$ cat src/hw/rtl/rtsf_pkg.sv
// shared types, constants and helpers of the resistive touch sample filter
// no dependencies; imported by every rtsf module
`default_nettype none

package rtsf_pkg;

  localparam int unsigned SampleW   = 12;
  localparam int unsigned PressW    = 13;
  localparam int unsigned TimeW     = 32;
  localparam int unsigned IntervalW = 16;
  localparam int unsigned CfgIdxW   = 2;
  localparam int unsigned CfgDataW  = 16;

  // default depth of the queue between classifier and executor
  localparam int unsigned QueueDepthDef = 2;

  localparam logic [SampleW-1:0]   FullScale      = 12'd4095;
  localparam logic [PressW-1:0]    ResetThreshold = 13'd400;
  localparam logic [IntervalW-1:0] ResetInterval  = 16'd3000;

  // configuration register indexes
  localparam logic [CfgIdxW-1:0] CfgRotation  = 2'd0;
  localparam logic [CfgIdxW-1:0] CfgThreshold = 2'd1;
  localparam logic [CfgIdxW-1:0] CfgInterval  = 2'd2;

  typedef enum logic [1:0] {
    RotSwapInvX = 2'd0,
    RotIdentity = 2'd1,
    RotSwapInvY = 2'd2,
    RotInvBoth  = 2'd3
  } rot_mode_e;

  typedef logic [SampleW-1:0] sample_t;

  // one classified sample set waiting for the executor
  typedef struct packed {
    logic    good;
    sample_t a0;
    sample_t a1;
    sample_t a2;
    sample_t b0;
    sample_t b1;
    sample_t b2;
  } qentry_t;

  function automatic sample_t abs_diff(sample_t a, sample_t b);
    return (a > b) ? (a - b) : (b - a);
  endfunction

  // average of the closest pair; ties go to (p,q), then (p,r), then (q,r)
  function automatic sample_t closest_avg(sample_t p, sample_t q, sample_t r);
    sample_t            dpq;
    sample_t            dpr;
    sample_t            dqr;
    logic [SampleW:0]   sum;
    dpq = abs_diff(p, q);
    dpr = abs_diff(p, r);
    dqr = abs_diff(q, r);
    if (dpq <= dpr && dpq <= dqr) begin
      sum = {1'b0, p} + {1'b0, q};
    end else if (dpr <= dpq && dpr <= dqr) begin
      sum = {1'b0, p} + {1'b0, r};
    end else begin
      sum = {1'b0, q} + {1'b0, r};
    end
    return sum[SampleW:1];
  endfunction

endpackage

`default_nettype wire

$ cat src/hw/rtl/rtsf_front.sv
// front end: accepts sample sets, checks interval and pressure, keeps last good time
// depends on rtsf_pkg
`default_nettype none

module rtsf_front (
  input  wire logic                            clk_i,
  input  wire logic                            rst_ni,
  input  wire logic                            in_valid_i,
  input  wire logic [rtsf_pkg::TimeW-1:0]      now_us_i,
  input  wire logic [rtsf_pkg::SampleW-1:0]    pressure_one_i,
  input  wire logic [rtsf_pkg::SampleW-1:0]    pressure_two_i,
  input  wire logic [rtsf_pkg::SampleW-1:0]    sample_a0_i,
  input  wire logic [rtsf_pkg::SampleW-1:0]    sample_b0_i,
  input  wire logic [rtsf_pkg::SampleW-1:0]    sample_a1_i,
  input  wire logic [rtsf_pkg::SampleW-1:0]    sample_b1_i,
  input  wire logic [rtsf_pkg::SampleW-1:0]    sample_a2_i,
  input  wire logic [rtsf_pkg::SampleW-1:0]    sample_b2_i,
  input  wire logic [rtsf_pkg::PressW-1:0]     threshold_i,
  input  wire logic [rtsf_pkg::IntervalW-1:0]  interval_i,
  input  wire logic                            q_full_i,
  output logic                                 push_o,
  output rtsf_pkg::qentry_t                    entry_o
);
  import rtsf_pkg::*;

  logic [TimeW-1:0]  last_good_q;
  logic [TimeW-1:0]  last_good_d;
  logic [TimeW-1:0]  elapsed;
  logic [PressW-1:0] pressure;
  logic              time_ok;
  logic              press_ok;
  logic              good;

  // elapsed wraps modulo 2^32; pressure cannot go negative with 12-bit inputs
  assign elapsed  = now_us_i - last_good_q;
  assign time_ok  = elapsed >= {{(TimeW-IntervalW){1'b0}}, interval_i};
  assign pressure = {1'b0, pressure_one_i} + {1'b0, FullScale} - {1'b0, pressure_two_i};
  assign press_ok = pressure >= threshold_i;
  assign good     = time_ok && press_ok;

  assign push_o = in_valid_i && !q_full_i;

  assign entry_o.good = good;
  assign entry_o.a0   = sample_a0_i;
  assign entry_o.a1   = sample_a1_i;
  assign entry_o.a2   = sample_a2_i;
  assign entry_o.b0   = sample_b0_i;
  assign entry_o.b1   = sample_b1_i;
  assign entry_o.b2   = sample_b2_i;

  always_comb begin
    last_good_d = last_good_q;
    if (push_o && good) begin
      last_good_d = now_us_i;
    end
  end

  always_ff @(posedge clk_i or negedge rst_ni) begin
    if (!rst_ni) begin
      last_good_q <= '0;
    end else begin
      last_good_q <= last_good_d;
    end
  end

`ifndef SYNTHESIS
  a_time_recorded: assert property (@(posedge clk_i) disable iff (!rst_ni)
    (push_o && good) |=> last_good_q == $past(now_us_i))
    else $error("last good time not taken from accepted good set");
  a_time_held: assert property (@(posedge clk_i) disable iff (!rst_ni)
    !(push_o && good) |=> $stable(last_good_q))
    else $error("last good time moved without a good set");
`endif

endmodule

`default_nettype wire

$ cat src/hw/rtl/rtsf_queue.sv
// short fifo of classified sample sets between front end and executor
// depends on rtsf_pkg
`default_nettype none

module rtsf_queue #(
  parameter int unsigned Depth = rtsf_pkg::QueueDepthDef
) (
  input  wire logic               clk_i,
  input  wire logic               rst_ni,
  input  wire logic               push_i,
  input  rtsf_pkg::qentry_t       entry_i,
  input  wire logic               pop_i,
  output rtsf_pkg::qentry_t       head_o,
  output logic                    empty_o,
  output logic                    full_o
);
  import rtsf_pkg::*;

  localparam int unsigned PtrW = (Depth > 1) ? $clog2(Depth) : 1;
  localparam int unsigned CntW = $clog2(Depth + 1);
  localparam logic [PtrW-1:0] LastPtr = PtrW'(Depth - 1);
  localparam logic [CntW-1:0] FullCnt = CntW'(Depth);

  qentry_t         mem_q [Depth];
  logic [PtrW-1:0] wr_ptr_q, wr_ptr_d;
  logic [PtrW-1:0] rd_ptr_q, rd_ptr_d;
  logic [CntW-1:0] count_q, count_d;

  assign empty_o = count_q == '0;
  assign full_o  = count_q == FullCnt;
  assign head_o  = mem_q[rd_ptr_q];

  always_comb begin
    wr_ptr_d = wr_ptr_q;
    rd_ptr_d = rd_ptr_q;
    count_d  = count_q;
    if (push_i) begin
      wr_ptr_d = (wr_ptr_q == LastPtr) ? '0 : wr_ptr_q + 1'b1;
    end
    if (pop_i) begin
      rd_ptr_d = (rd_ptr_q == LastPtr) ? '0 : rd_ptr_q + 1'b1;
    end
    if (push_i && !pop_i) begin
      count_d = count_q + 1'b1;
    end else if (pop_i && !push_i) begin
      count_d = count_q - 1'b1;
    end
  end

  always_ff @(posedge clk_i or negedge rst_ni) begin
    if (!rst_ni) begin
      wr_ptr_q <= '0;
      rd_ptr_q <= '0;
      count_q  <= '0;
    end else begin
      wr_ptr_q <= wr_ptr_d;
      rd_ptr_q <= rd_ptr_d;
      count_q  <= count_d;
    end
  end

  always_ff @(posedge clk_i) begin
    if (push_i) begin
      mem_q[wr_ptr_q] <= entry_i;
    end
  end

`ifndef SYNTHESIS
  a_no_overflow: assert property (@(posedge clk_i) disable iff (!rst_ni)
    push_i |-> !full_o || pop_i)
    else $error("push into full queue");
  a_no_underflow: assert property (@(posedge clk_i) disable iff (!rst_ni)
    pop_i |-> !empty_o)
    else $error("pop from empty queue");
  a_count_up: assert property (@(posedge clk_i) disable iff (!rst_ni)
    (push_i && !pop_i) |=> count_q == $past(count_q) + 1'b1)
    else $error("queue count lost a push");
`endif

endmodule

`default_nettype wire

$ cat src/hw/rtl/rtsf_back.sv
// executor: closest pair average, rotation, held position and output register
// depends on rtsf_pkg
`default_nettype none

module rtsf_back (
  input  wire logic                          clk_i,
  input  wire logic                          rst_ni,
  input  rtsf_pkg::rot_mode_e                rotation_i,
  input  rtsf_pkg::qentry_t                  head_i,
  input  wire logic                          empty_i,
  output logic                               pop_o,
  output logic                               out_valid_o,
  input  wire logic                          out_stall_i,
  output logic                               touch_updated_o,
  output logic [rtsf_pkg::SampleW-1:0]       pos_x_o,
  output logic [rtsf_pkg::SampleW-1:0]       pos_y_o
);
  import rtsf_pkg::*;

  sample_t avg_x;
  sample_t avg_y;
  sample_t rot_x;
  sample_t rot_y;
  sample_t held_x_q, held_x_d;
  sample_t held_y_q, held_y_d;
  logic    out_valid_q, out_valid_d;
  logic    updated_q, updated_d;

  assign pop_o = !empty_i && (!out_valid_q || !out_stall_i);

  assign avg_x = closest_avg(head_i.a0, head_i.a1, head_i.a2);
  assign avg_y = closest_avg(head_i.b0, head_i.b1, head_i.b2);

  always_comb begin
    unique case (rotation_i)
      RotSwapInvX: begin
        rot_x = FullScale - avg_y;
        rot_y = avg_x;
      end
      RotIdentity: begin
        rot_x = avg_x;
        rot_y = avg_y;
      end
      RotSwapInvY: begin
        rot_x = avg_y;
        rot_y = FullScale - avg_x;
      end
      default: begin
        rot_x = FullScale - avg_x;
        rot_y = FullScale - avg_y;
      end
    endcase
  end

  always_comb begin
    held_x_d    = held_x_q;
    held_y_d    = held_y_q;
    updated_d   = updated_q;
    out_valid_d = out_valid_q;
    if (pop_o) begin
      out_valid_d = 1'b1;
      updated_d   = head_i.good;
      if (head_i.good) begin
        held_x_d = rot_x;
        held_y_d = rot_y;
      end
    end else if (!out_stall_i) begin
      out_valid_d = 1'b0;
    end
  end

  always_ff @(posedge clk_i or negedge rst_ni) begin
    if (!rst_ni) begin
      held_x_q    <= '0;
      held_y_q    <= '0;
      out_valid_q <= 1'b0;
      updated_q   <= 1'b0;
    end else begin
      held_x_q    <= held_x_d;
      held_y_q    <= held_y_d;
      out_valid_q <= out_valid_d;
      updated_q   <= updated_d;
    end
  end

  // held position is the output payload: it only moves when a new beat loads
  assign out_valid_o     = out_valid_q;
  assign touch_updated_o = updated_q;
  assign pos_x_o         = held_x_q;
  assign pos_y_o         = held_y_q;

`ifndef SYNTHESIS
  a_held_stable: assert property (@(posedge clk_i) disable iff (!rst_ni)
    !(pop_o && head_i.good) |=> $stable(held_x_q) && $stable(held_y_q))
    else $error("held position changed without a good set");
  a_flag_matches: assert property (@(posedge clk_i) disable iff (!rst_ni)
    pop_o |=> touch_updated_o == $past(head_i.good))
    else $error("update flag does not follow classification");
`endif

endmodule

`default_nettype wire

$ cat src/hw/rtl/resistive_touch_sample_filter.sv
// top level of the resistive touch sample filter: config registers and wiring
// depends on rtsf_pkg, rtsf_front, rtsf_queue, rtsf_back
`default_nettype none

// Filters touch-panel sample sets, one set per cycle while the queue has room.
// Every accepted beat gives exactly one result beat, in order: touch_updated_o is
// high when the set passed both the minimum-interval check (wrapping 32-bit
// microsecond time against the last good set) and the pressure check
// (pressure_one + 4095 - pressure_two against the threshold). On a good set
// the closest pair of each x and y triple is averaged, rotated by the
// rotation mode and held; pos_x_o/pos_y_o always show the held position.
// A result passes through the queue and then the output register. The single-cycle
// rate is set by the last-good-time register in the front end, which decides
// each set in the cycle it is accepted. A short queue separates the front
// end from the executor and output register, so input beats keep flowing
// while a finished result waits on out_stall_i; with the queue full the
// input is stalled. Configuration writes go through cfg_we_i/cfg_index_i and
// are meant for idle periods; index 3 is ignored.
module resistive_touch_sample_filter #(
  parameter int unsigned QueueDepth = rtsf_pkg::QueueDepthDef
) (
  input  wire logic                            clk_i,
  input  wire logic                            rst_ni,
  // configuration
  input  wire logic                            cfg_we_i,
  input  wire logic [rtsf_pkg::CfgIdxW-1:0]    cfg_index_i,
  input  wire logic [rtsf_pkg::CfgDataW-1:0]   cfg_wdata_i,
  // input channel
  input  wire logic                            in_valid_i,
  output logic                                 in_stall_o,
  input  wire logic [rtsf_pkg::TimeW-1:0]      now_us_i,
  input  wire logic [rtsf_pkg::SampleW-1:0]    pressure_one_i,
  input  wire logic [rtsf_pkg::SampleW-1:0]    pressure_two_i,
  input  wire logic [rtsf_pkg::SampleW-1:0]    sample_a0_i,
  input  wire logic [rtsf_pkg::SampleW-1:0]    sample_b0_i,
  input  wire logic [rtsf_pkg::SampleW-1:0]    sample_a1_i,
  input  wire logic [rtsf_pkg::SampleW-1:0]    sample_b1_i,
  input  wire logic [rtsf_pkg::SampleW-1:0]    sample_a2_i,
  input  wire logic [rtsf_pkg::SampleW-1:0]    sample_b2_i,
  // output channel
  output logic                                 out_valid_o,
  input  wire logic                            out_stall_i,
  output logic                                 touch_updated_o,
  output logic [rtsf_pkg::SampleW-1:0]         pos_x_o,
  output logic [rtsf_pkg::SampleW-1:0]         pos_y_o
);
  import rtsf_pkg::*;

  // configuration registers
  rot_mode_e            rotation_q;
  logic [PressW-1:0]    threshold_q;
  logic [IntervalW-1:0] interval_q;

  // front end to queue
  logic    push;
  logic    q_full;
  qentry_t entry;

  // queue to executor
  logic    pop;
  logic    q_empty;
  qentry_t head;

  always_ff @(posedge clk_i or negedge rst_ni) begin
    if (!rst_ni) begin
      rotation_q  <= RotSwapInvX;
      threshold_q <= ResetThreshold;
      interval_q  <= ResetInterval;
    end else if (cfg_we_i) begin
      unique case (cfg_index_i)
        CfgRotation:  rotation_q  <= rot_mode_e'(cfg_wdata_i[1:0]);
        CfgThreshold: threshold_q <= cfg_wdata_i[PressW-1:0];
        CfgInterval:  interval_q  <= cfg_wdata_i[IntervalW-1:0];
        default: begin
          // unused index, write dropped
        end
      endcase
    end
  end

  // stall only on a full queue, never on the output side directly
  assign in_stall_o = q_full;

  rtsf_front u_front (
    .clk_i          (clk_i),
    .rst_ni         (rst_ni),
    .in_valid_i     (in_valid_i),
    .now_us_i       (now_us_i),
    .pressure_one_i (pressure_one_i),
    .pressure_two_i (pressure_two_i),
    .sample_a0_i    (sample_a0_i),
    .sample_b0_i    (sample_b0_i),
    .sample_a1_i    (sample_a1_i),
    .sample_b1_i    (sample_b1_i),
    .sample_a2_i    (sample_a2_i),
    .sample_b2_i    (sample_b2_i),
    .threshold_i    (threshold_q),
    .interval_i     (interval_q),
    .q_full_i       (q_full),
    .push_o         (push),
    .entry_o        (entry)
  );

  rtsf_queue #(
    .Depth (QueueDepth)
  ) u_queue (
    .clk_i   (clk_i),
    .rst_ni  (rst_ni),
    .push_i  (push),
    .entry_i (entry),
    .pop_i   (pop),
    .head_o  (head),
    .empty_o (q_empty),
    .full_o  (q_full)
  );

  rtsf_back u_back (
    .clk_i           (clk_i),
    .rst_ni          (rst_ni),
    .rotation_i      (rotation_q),
    .head_i          (head),
    .empty_i         (q_empty),
    .pop_o           (pop),
    .out_valid_o     (out_valid_o),
    .out_stall_i     (out_stall_i),
    .touch_updated_o (touch_updated_o),
    .pos_x_o         (pos_x_o),
    .pos_y_o         (pos_y_o)
  );

`ifndef SYNTHESIS
  a_accept_is_push: assert property (@(posedge clk_i) disable iff (!rst_ni)
    (in_valid_i && !in_stall_o) == push)
    else $error("input beat and queue push disagree");
`endif

endmodule

`default_nettype wire

$ cat config.mk
export PLATFORM = sky130hd
export DESIGN_NAME = resistive_touch_sample_filter
export DESIGN_NICKNAME = d
export VERILOG_FILES = /design/src/hw/rtl/rtsf_pkg.sv /design/src/hw/rtl/rtsf_front.sv /design/src/hw/rtl/rtsf_queue.sv /design/src/hw/rtl/rtsf_back.sv /design/src/hw/rtl/resistive_touch_sample_filter.sv
export SDC_FILE = /design/constraint.sdc
export NUM_CORES = 1
export LEC_CHECK = 0
export BUFFER_PORTS_ARGS = -buffer_cell sky130_fd_sc_hd__buf_2
export CORE_AREA = 3 3 196 218
export DETAILED_ROUTE_END_ITERATION = 10
export DIE_AREA = 0 0 199 221
export PLACE_DENSITY = 0.76
export SYNTH_ARGS = -nofsm -noshare
export SYNTH_HDL_FRONTEND = slang
export SYNTH_SLANG_ARGS = --single-unit
$ cat constraint.sdc
create_clock -name clk_i -period 9.05 [get_ports clk_i]
set_clock_uncertainty 0.15 [all_clocks]
set_input_delay 1.81 -clock clk_i [delete_from_list [all_inputs] [get_ports clk_i]]
set_output_delay 1.81 -clock clk_i [all_outputs]
set_load 0.02 [all_outputs]
# --- Word level (Yosys, flattened, before mapping) ---
# Memories as Yosys holds them, arrays and structs flattened.
# Index checks and enable logic that the tools add are counted.
# W data, S select, Z words.
totals:
  reg_bits: 93
  latchBits: 0
  ramBits: 146
  romBits: 0
  input_bits: 151
  out_inout_bits: 27
  word_cells: 106
  n_memories: 1
classes:
  add_sub_neg: 27
  mul: 0
  n_div: 0
  order_cmp: 16
  n_eq_ne: 6
  shifts: 0
  n_mux: 20
  bitwise: 0
  n_reduce_logical: 25
memory_table:
  columns: ["name", "words", "word_bits", "rd", "rd_ports_with_merged_regs", "write_ports", "line", "source"]
  rows:
  - ["u_queue.mem_q", 2, 73, 1, 0, 1, "rtsf_queue.sv:24", "qentry_t mem_q [Depth];"]
ops:
  columns: ["op", "n"]
  rows:
  - ["$sub A12 B12 Y12", 12]
  - ["$le A12 B12 Y1", 8]
  - ["$add A12 B12 Y13", 6]
  - ["$gt A12 B12 Y1", 6]
  - ["$mux W12", 6]
  - ["$pmux W12 S3", 2]
  - ["$mux W13", 4]
  - ["$ge A32 B16 Y1", 1]
  - ["$sub A32 B32 Y32", 1]
  - ["$sub A12 B12 Y12 const A", 2]
  - ["$add A12 B12 Y13 const B", 1]
  - ["$ge A13 B13 Y1", 1]
  - ["$sub A13 B12 Y13", 1]
  - ["$logic_and A1 B1 Y1", 10]
  - ["$reduce_and A2 Y1", 4]
  - ["$eq A2 B2 Y1 const B", 3]
  - ["$logic_not A1 Y1", 6]
  - ["$logic_not A2 Y1", 3]
  - ["$mux W1", 6]
  - ["$eq A2 B1 Y1 const B", 2]
  - ["$mux W2", 2]
  - ["$add A1 B1 Y1 const B", 2]
  - ["$add A2 B1 Y2 const B", 1]
  - ["$ne A2 B1 Y1 const B", 1]
  - ["other kinds (3)", 3]

# --- Depth between registers and ports, before layout ---
# Gate-level depths: netlist (run 1).
# An unclocked memory read counts as a cell.
depth:
  word_depth: 9
  mapped_depth: 42
  depth_no_buf: 39

# --- Cells and area by module ---
# From an unflattened synthesis (run 1), not the netlist that was laid out.
unflattened:
  cells_unflattened: 2525
  hier_area_um2: 23958.0
modules_own_cells:
  columns: ["mod", "instances", "cells_per_inst", "area_each_um2", "seq_area_each_um2"]
  rows:
  - ["rtsf_back", 1, 1609, 11981.5, 650.6]
  - ["rtsf_queue", 1, 243, 5701.7, 4484.3]
  - ["rtsf_front", 1, 606, 5024.8, 800.8]
  - ["resistive_touch_sample_filter", 1, 67, 1249.9, 788.3]

# --- Worst setup path after synthesis (run 1) ---
# OpenSTA, ideal clock, no wires.
synth_path:
  path_type: "register to register"
  from: "register u_queue.rd_ptr_q"
  to: "register u_back.held_y_q[11] (netlist: u_back.pos_y_o[11])"
  setup_time_ns: 0.135
  arrival_time_ns: 8.663
  required_time_ns: 8.765
  slack_ns: 0.102
  stages_incl_launch_ff: 39
  n_path_buf: 5
  period_less_slack_ns: 8.948
  cell_sequence: "dfrtp_1 -> clkbuf_1 -> buf_1 -> clkbuf_1 -> mux2i_1 -> fa_1 -> a21o_1 -> a21o_1 -> a21o_1 -> a21o_1 -> a21oi_1 -> a31o_2 -> clkbuf_1 -> mux2_2 -> a31oi_1 -> o221a_2 -> o21ai_0 -> a21oi_1 -> (+3 left out) -> a211oi_1 -> nor4_1 -> o2bb2ai_1 -> clkbuf_1 -> mux2i_1 -> ha_1 -> nor2b_1 -> o21ai_0 -> a21boi_0 -> o21ai_0 -> a21oi_1 -> o21ai_0 -> a21oi_1 -> o41ai_1 -> mux2i_1 -> mux2i_1 -> xor2_1 -> o21ai_0"
synth_via:
  elab_chain_len: 9
  elab_cells_between_ends: 51
  cone_classes: "add/sub: 20; order compare: 14; mux: 11; reduce/logical: 5; memory: 1"
synth_lines:
  columns: ["element", "line", "source"]
  rows:
  - ["from (decl)", "rtsf_queue.sv:26", "logic [PtrW-1:0] rd_ptr_q, rd_ptr_d;"]
  - ["from (signal assigned)", "rtsf_queue.sv:57", "rd_ptr_q <= rd_ptr_d;"]
  - ["$mem_v2 Z2 W73 (*)", null, null]
  - ["$sub A12 B12 Y12 or $gt A12 B12 Y1 (tied branches)", "rtsf_pkg.sv:47", "return (a > b) ? (a - b) : (b - a);"]
  - ["$mux W12", "rtsf_pkg.sv:47", null]
  - ["$le A12 B12 Y1", "rtsf_pkg.sv:61", "end else if (dpr <= dpq && dpr <= dqr) begin"]
  - ["$logic_and A1 B1 Y1", "rtsf_pkg.sv:61", null]
  - ["$mux W13", "rtsf_pkg.sv:61", null]
  - ["$mux W13", "rtsf_pkg.sv:59", "if (dpq <= dpr && dpq <= dqr) begin"]
  - ["$sub A12 B12 Y12 (on tied branches)", "rtsf_back.sv:50, rtsf_back.sv:46", null]
  - ["$pmux W12 S3", "rtsf_back.sv:35", "unique case (rotation_i)"]
  - ["to (signal assigned)", "rtsf_back.sv:80", "held_y_q <= held_y_d;"]
  - ["to (decl)", "rtsf_back.sv:25", "sample_t held_y_q, held_y_d;"]
# Mark *: on every way between the ends. The rest lies on a longest branch, timed or not.
# A chain may end at the register's enable or synchronous reset.

# --- Worst setup path in the final report (run 1) ---
layout_path:
  from: "register u_queue.rd_ptr_q"
  to: "register u_back.held_x_q[7] (netlist: u_back.pos_x_o[7])"
layout_via:
  elab_chain_len: 9
  elab_cells_between_ends: 51
  cone_classes: "add/sub: 20; order compare: 14; mux: 11; reduce/logical: 5; memory: 1"
layout_lines:
  columns: ["element", "line", "source"]
  rows:
  - ["$mem_v2 Z2 W73 (*)", null, null]
  - ["$sub A12 B12 Y12 or $gt A12 B12 Y1 (tied branches)", "rtsf_pkg.sv:47", null]
  - ["$mux W12", "rtsf_pkg.sv:47", null]
  - ["$le A12 B12 Y1", "rtsf_pkg.sv:61", null]
  - ["$logic_and A1 B1 Y1", "rtsf_pkg.sv:61", null]
  - ["$mux W13", "rtsf_pkg.sv:61", null]
  - ["$mux W13", "rtsf_pkg.sv:59", null]
  - ["$sub A12 B12 Y12 (on tied branches)", "rtsf_back.sv:49, rtsf_back.sv:37", null]
  - ["$pmux W12 S3", "rtsf_back.sv:35", null]
  - ["to (signal assigned)", "rtsf_back.sv:79", "held_x_q <= held_x_d;"]
  - ["to (decl)", "rtsf_back.sv:24", "sample_t held_x_q, held_x_d;"]
# Marked as above.

==> impl_metrics.env, run 1 <==
export IMPL_result_of_the_run="finished clean"
export IMPL_synth_enable_flop_cells=146
export IMPL_cell_rows=78
export IMPL_crit_buf_inv=3
export IMPL_synthesis_instances=2309
export IMPL_clk_path_buf_depth=3
export IMPL_drt_first_pass_iters=6
export IMPL_cts_inserted_buffers=29
export IMPL_worst_ep_arrival_time_ns=8.94
export IMPL_synth_cell_types=85
export IMPL_path_clk_slew_ns=0.06
export IMPL_synth_warning_count=0
export IMPL_fillCellCount=3425
export IMPL_cts_h_tree_depth=1
export IMPL_cp_required_ns=9.36
export IMPL_setup_ws_ns=0.416
export IMPL_timing_worst_slew_pin_value_ns=1.12
export IMPL_clkSinkCount=239
export IMPL_port_buffer_count=177
export IMPL_grt_overflow_total=0
export IMPL_path_max_fanout=16
export IMPL_post_route_min_period_ns=8.63
export IMPL_floorplan_core_area_um2=40900
export IMPL_grt_pass1_wl_mm=96.1
export IMPL_seq_area_frac_synth=0.302
export IMPL_mostFrequentLayoutCell="sky130_fd_sc_hd__ha_1"
export IMPL_wl_per_cell_um=20.2
export IMPL_timing_critical_path_slowest_cell_delay_ns=0.50
export IMPL_fin_cells=3054
export IMPL_ant_nets=0
export IMPL_routed_wirelength_mm=61.7
export IMPL_timing_critical_path_slowest_stage_cell="sky130_fd_sc_hd__dfrtp_4"
export IMPL_antenna_violations_before_repair=2
export IMPL_postSynth_asyncResetShare=0.389
export IMPL_kind_of_critical_path="flop to flop"
export IMPL_max_slew_margin=0.254
export IMPL_num_vias=18046
export IMPL_setup_violations=0
export IMPL_synth_nets=2807
export IMPL_die_width_um=199
export IMPL_worstSkewPairLatency_ns=0.58
export IMPL_critical_path_top_delay_family="compound AO/OA/AOI/OAI gates"
export IMPL_initial_standard_cell_utilization_of_the_core=0.545
export IMPL_detail_route_drc_violations=0
export IMPL_via_count_of_the_first_global_routing_pass=18437
export IMPL_fin_nets=3008
export IMPL_placed_cell_area_um2=23900
export IMPL_cts_root_buffer="sky130_fd_sc_hd__clkbuf_16"
export IMPL_final_hold_viol_count=0
export IMPL_synth_main_ff_cell="sky130_fd_sc_hd__edfxtp_1"
export IMPL_place_hpwl_mm=49.0
export IMPL_grt_max_degree=81
export IMPL_maxSlewViolCount=0
export IMPL_drtIter0Drc=1168
export IMPL_pre_cts_slack_ns=0.142
export IMPL_post_route_cell_area_um2=25100
export IMPL_post_place_cells=2989
export IMPL_grt_util_all_layers=0.271
export IMPL_layout_cells_most_common_list="sky130_fd_sc_hd__ha_1 (327), sky130_fd_sc_hd__inv_1 (262), sky130_fd_sc_hd__buf_2 (176)"
export IMPL_area_added_between_synthesis_and_finish_pct=12.9
export IMPL_worst_setup_path_end_kind="flop"
export IMPL_top_level_ports=178
export IMPL_hold_path_class="flop to flop"
export IMPL_vias_per_cell=5.91
export IMPL_final_core_util=0.615
export IMPL_finalCritPeriodShare=0.954
export IMPL_drive_above_1_share=0.173
export IMPL_maxCapViolations=0
export IMPL_syn_area_per_cell_um2=9.65
export IMPL_synth_seq_cells=239
export IMPL_syn_cell_area_um2=22300
export IMPL_die_outline_area_um2=44000
export IMPL_place_congestion=0.965
export IMPL_tritoncts="built"
export IMPL_timing_fmax_ghz=0.116
export IMPL_critical_path_startpoint_type="flop"
export IMPL_die_y_um=221
==> worst paths after layout <==
kind | startpoint | to | slack, ns | cells past startpoint
max | u_queue.rd_ptr_q$_DFFE_PN0P_ | u_back.pos_x_o[7]$_DFFE_PN0P_ | 0.42 | 35
min | u_back.pos_y_o[11]$_DFFE_PN0P_ | u_back.pos_y_o[11]$_DFFE_PN0P_ | 0.34 | 2
max reg2reg | u_queue.rd_ptr_q$_DFFE_PN0P_ | u_back.pos_x_o[7]$_DFFE_PN0P_ | 0.42 | 35
min reg2reg | u_back.pos_y_o[11]$_DFFE_PN0P_ | u_back.pos_y_o[11]$_DFFE_PN0P_ | 0.34 | 2
max in group asynchronous | rst_ni | u_queue.rd_ptr_q$_DFFE_PN0P_ | 6.40 | 2
min in group asynchronous | rst_ni | u_front.last_good_q[18]$_DFFE_PN0P_ | 0.93 | 1
==> what timing repair did <==
item / 4_1_cts / 5_1_grt
hold buffers: 0 / 0
setup buffers: 0 / 8
resized for setup: 0 / 39
endpoints found under the setup margin: 0 / 16
==> metal layers <==
metal,GRT usage,share of wire
met1,0.343,0.42
met2,0.478,0.49
met3,0.0282,0.045
met4,0.0998,0.042
met5,0,0.00021
==> state kept, by name (all words and copies together) (netlist names) <==
register,flops
interval_q,16
rotation_q,2
threshold_q,13
u_back.out_valid_o,1
u_back.pos_x_o,12
u_back.pos_y_o,12
u_back.touch_updated_o,1
u_front.last_good_q,32
u_queue.count_q,2
u_queue.mem_q,146
u_queue.rd_ptr_q,1
u_queue.wr_ptr_q,1
==> stage by stage <==
stage               hold WS [ns]  TNS (ns)
floorplan                  0.311         0
global route               0.359   -0.0602
finish                     0.338         0
detailed placement         0.320         0
CTS                        0.337         0
global placement           0.315         0
==> tightest hold or removal path: cells and delay by family (launching register included) <==
kind            cells  cell delay [ns]
flops               1             0.35
compound gates      1             0.06
simple gates        1             0.05
==> Yosys cell counts, drive strengths merged, types with 35 or more instances <==
| cell type | n | area, µm² |
|---|---|---|
| a21o | 88 | 661 |
| a21oi | 178 | 895 |
| clkbuf | 48 | 181 |
| dfrtp | 83 | 2080 |
| edfxtp | 146 | 4380 |
| ha | 329 | 4120 |
| inv | 264 | 991 |
| mux2 | 84 | 1060 |
| mux2i | 155 | 1550 |
| nand2 | 107 | 402 |
| nand3 | 37 | 185 |
| nand4 | 35 | 219 |
| nor2 | 104 | 390 |
| o21ai | 121 | 613 |
| xnor2 | 103 | 902 |
| xor2 | 45 | 394 |
==> logic make-up after synthesis <==
| family | count (synthesis) | synth area share |
|---|---|---|
| buf+inv | 332 | 0.0592 |
| simple gates | 428 | 0.0957 |
| mux | 239 | 0.117 |
| fa+ha+maj | 347 | 0.201 |
| xor+xnor | 148 | 0.0582 |
| flops | 239 | 0.302 |
| compound gates | 576 | 0.167 |
==> final cells by class <==
| type | count | area [µm²] | area share |
|---|---|---|---|
| Clock inverter | 21 | 200 | 0.00796 |
| Timing Repair Buffer | 238 | 1420 | 0.0565 |
| Clock buffer | 33 | 761 | 0.0303 |
| Multi-Input combinational cell | 1738 | 14400 | 0.572 |
| Inverter | 264 | 991 | 0.0394 |
| Tap cell | 520 | 651 | 0.0259 |
| Antenna cell | 1 | 2.50 | 0.0000995 |
| Sequential cell | 239 | 6730 | 0.268 |
Power of run 1 is left out: the tool's default activity adds up to more than one toggle a clock period on the data nets, which glitch-free logic cannot reach.
==> inputs of run 2 (changes only) <==
- ABC_AREA: unset -> 1
- CORE_AREA: 3 3 196 218 -> 3 3 200 221
- DIE_AREA: 0 0 199 221 -> 0 0 203 224
==> run 2 against run 1 <==
  * Fmax increased by 3.1%
  * Register-to-register slack improved by 0.26 ns
  * Worst setup slack better by 0.26 ns
  * Synthesized cell count grew 32%
  * First-iteration DRC count up 46%
  * Sequential cell count stayed put
==> impl_metrics.env, run 2 <==
export IMPL_via_count_of_the_first_global_routing_pass=21023
export IMPL_maxSlewViolCount=0
export IMPL_grt_overflow_total=0
export IMPL_critical_path_top_delay_family="simple AND/OR/NAND/NOR gates"
export IMPL_die_outline_area_um2=45500
export IMPL_critical_path_startpoint_type="flop"
export IMPL_finalCritPeriodShare=0.925
export IMPL_endpoint="u_back.pos_y_o[9]$_DFFE_PN0P_"
export IMPL_setup_violations=0
export IMPL_crit_startpoint="u_queue.rd_ptr_q$_DFFE_PN0P_"
export IMPL_fin_nets=3728
export IMPL_critical_path_reg2reg_startpoint="u_queue.rd_ptr_q$_DFFE_PN0P_"
export IMPL_top_level_ports=178
export IMPL_r2r_worst_path_cells=40
export IMPL_synth_seq_cells=239
export IMPL_rsz0062_at_grt="false"
export IMPL_routed_wirelength_mm=73.5
export IMPL_mostFrequentLayoutCell="sky130_fd_sc_hd__nand2_1"
export IMPL_cts_hold_buf=0
export IMPL_result_of_the_run="finished clean"
export IMPL_timing_worst_slew_pin_value_ns=1.09
export IMPL_route_top_layer_used="met5"
export IMPL_die_y_um=224
export IMPL_layout_cells_most_common_list="sky130_fd_sc_hd__nand2_1 (648), sky130_fd_sc_hd__inv_1 (427), sky130_fd_sc_hd__ha_1 (328)"
export IMPL_seq_area_frac_synth=0.292
export IMPL_post_synth_main_area_contributors="sky130_fd_sc_hd__edfxtp_1 (19%), sky130_fd_sc_hd__ha_1 (18%), sky130_fd_sc_hd__nand2_1 (11%)"
export IMPL_fin_cells=3818
export IMPL_cts_inserted_buffers=26
export IMPL_hold_path_class="flop to flop"
export IMPL_syn_area_per_cell_um2=7.53
export IMPL_worst_ep_arrival_time_ns=8.71
export IMPL_post_route_min_period_ns=8.37
export IMPL_largest_register_ffs=146
export IMPL_place_hpwl_mm=60.5
export IMPL_tritoncts="built"
export IMPL_regToRegSetupSlack_ns=0.68
export IMPL_initial_standard_cell_utilization_of_the_core=0.545
export IMPL_grt_util_all_layers=0.318
export IMPL_grt_max_degree=74
export IMPL_place_congestion=0.998
export IMPL_cts_h_tree_depth=1
export IMPL_post_place_cells=3769
export IMPL_antenna_violations_before_repair=1
export IMPL_num_vias=21497
export IMPL_detail_route_drc_violations=0
export IMPL_syn_cell_area_um2=23000
export IMPL_grt_pass1_wl_mm=115
export IMPL_vias_per_cell=5.63
export IMPL_wl_per_cell_um=19.2
export IMPL_timing_critical_path_slowest_cell_delay_ns=0.64
export IMPL_ctsResizeCount=0
export IMPL_cts_root_buffer="sky130_fd_sc_hd__clkbuf_16"
export IMPL_hold_path_depth=2
export IMPL_path_clk_slew_ns=0.06
export IMPL_ant_nets=0
export IMPL_largest_registers="u_queue.mem_q x146, u_front.last_good_q x32, interval_q x16"
export IMPL_final_hold_viol_count=0
export IMPL_clkSinkCount=239
export IMPL_detail_route_wirelength_met1_mm=32.8
export IMPL_max_flop_register="u_queue.mem_q"
export IMPL_synth_main_ff_cell="sky130_fd_sc_hd__edfxtp_1"
export IMPL_floorplan_core_area_um2=42200
export IMPL_detailroute_wirelength_met2_mm=33.9
export IMPL_synth_largest_type_area_fraction=0.191
export IMPL_clk_path_buf_depth=3
export IMPL_synth_cell_types=54
export IMPL_worst_setup_path_end_kind="flop"
export IMPL_timing_fmax_ghz=0.119
export IMPL_worstSkewPairLatency_ns=0.55
export IMPL_max_slew_margin=0.263
export IMPL_cell_rows=79
export IMPL_drt_first_pass_iters=6
export IMPL_kind_of_critical_path="flop to flop"
export IMPL_drive_above_1_share=0.116
export IMPL_drtIter0Drc=1701
export IMPL_crit_buf_inv=5
export IMPL_area_added_between_synthesis_and_finish_pct=11.0
export IMPL_synth_enable_flop_cells=146
export IMPL_synth_nets=3555
export IMPL_setup_tns_final_ns=0
export IMPL_yosys_cell_count_top_type="sky130_fd_sc_hd__nand2_1"
export IMPL_die_width_um=203
export IMPL_cp_required_ns=9.39
export IMPL_dr_wl_met3_mm=4.79
export IMPL_r2r_end="u_back.pos_y_o[9]$_DFFE_PN0P_"
export IMPL_postSynth_asyncResetShare=0.389
export IMPL_synth_top_cells_by_count="sky130_fd_sc_hd__nand2_1 (648), sky130_fd_sc_hd__inv_1 (429), sky130_fd_sc_hd__ha_1 (329), sky130_fd_sc_hd__o21ai_0 (284), sky130_fd_sc_hd__a21oi_1 (244)"
export IMPL_path_max_fanout=15
export IMPL_synthesis_instances=3057
export IMPL_maxCapViolations=0
export IMPL_synth_top_cell_by_area="sky130_fd_sc_hd__edfxtp_1"
export IMPL_timing_critical_path_slowest_stage_cell="sky130_fd_sc_hd__ha_2"
export IMPL_post_cts_buffers=0
export IMPL_port_buffer_count=177
export IMPL_synth_warning_count=0
export IMPL_cp_common_cell="sky130_fd_sc_hd__nand2_1"
export IMPL_timing_critical_path_depth=40
run 2: area by class of cell:
cell class / count / area (µm²)
fill: 3871 / 16700
clock buffer: 29 / 672
clock inverter: 19 / 190
antenna: 1 / 2.50
multi-input combinational: 2303 / 14300
inverter: 436 / 1640
timing repair buffer: 224 / 1270
sequential: 239 / 6730
tap: 567 / 709
run 2: cell families after synthesis:
group	Yosys count	synth area share
and+or+nand+nor	1156	0.216
muxes	17	0.00767
buffers and inverters	515	0.0858
adders and majority gates	347	0.195
xor gates and xnor gates	131	0.0499
DFF	239	0.292
AOI/OAI and AO/OA	652	0.153
run 2: layer usage:
metal / vias to the layer above / GRT usage
met2: 711 / 0.527
met3: 108 / 0.0417
met4: 2 / 0.0843
met1: 10137 / 0.441
li1: 10539 / -
met5: - / 0
run 2: tightest hold or removal path: cells and delay by family (launching register included):
family / cells / cell delay (ns)
flip-flops: 1 / 0.34
AND/OR/NAND/NOR: 2 / 0.09
run 2: worst min-delay path by stage:
stage	start	end	slack, ns
2_1_floorplan	u_front.last_good_q[10]$_DFFE_PN0P_	u_front.last_good_q[10]$_DFFE_PN0P_	0.29
3_3_place_gp	u_front.last_good_q[10]$_DFFE_PN0P_	u_front.last_good_q[10]$_DFFE_PN0P_	0.30
3_5_place_dp	u_front.last_good_q[16]$_DFFE_PN0P_	u_front.last_good_q[16]$_DFFE_PN0P_	0.31
4_1_cts	u_front.last_good_q[27]$_DFFE_PN0P_	u_front.last_good_q[27]$_DFFE_PN0P_	0.32
5_1_grt	u_front.last_good_q[21]$_DFFE_PN0P_	u_front.last_good_q[21]$_DFFE_PN0P_	0.34
6_report	u_front.last_good_q[27]$_DFFE_PN0P_	u_front.last_good_q[27]$_DFFE_PN0P_	0.32
run 2: stage by stage:
stage / setup WS (ns) / cell area (µm²) / hold slack, ns / util
after floorplan: 2.31 / 23000 / 0.292 / -
after global placement: 0.669 / 24700 / 0.304 / 0.585
after detailed placement: 0.665 / 24700 / 0.308 / 0.585
after CTS: 0.586 / 25500 / 0.324 / 0.605
after global routing: 0.0301 / 25500 / 0.339 / 0.605
final: 0.676 / 25500 / 0.318 / 0.605
Power of run 2 is left out for the same reason.
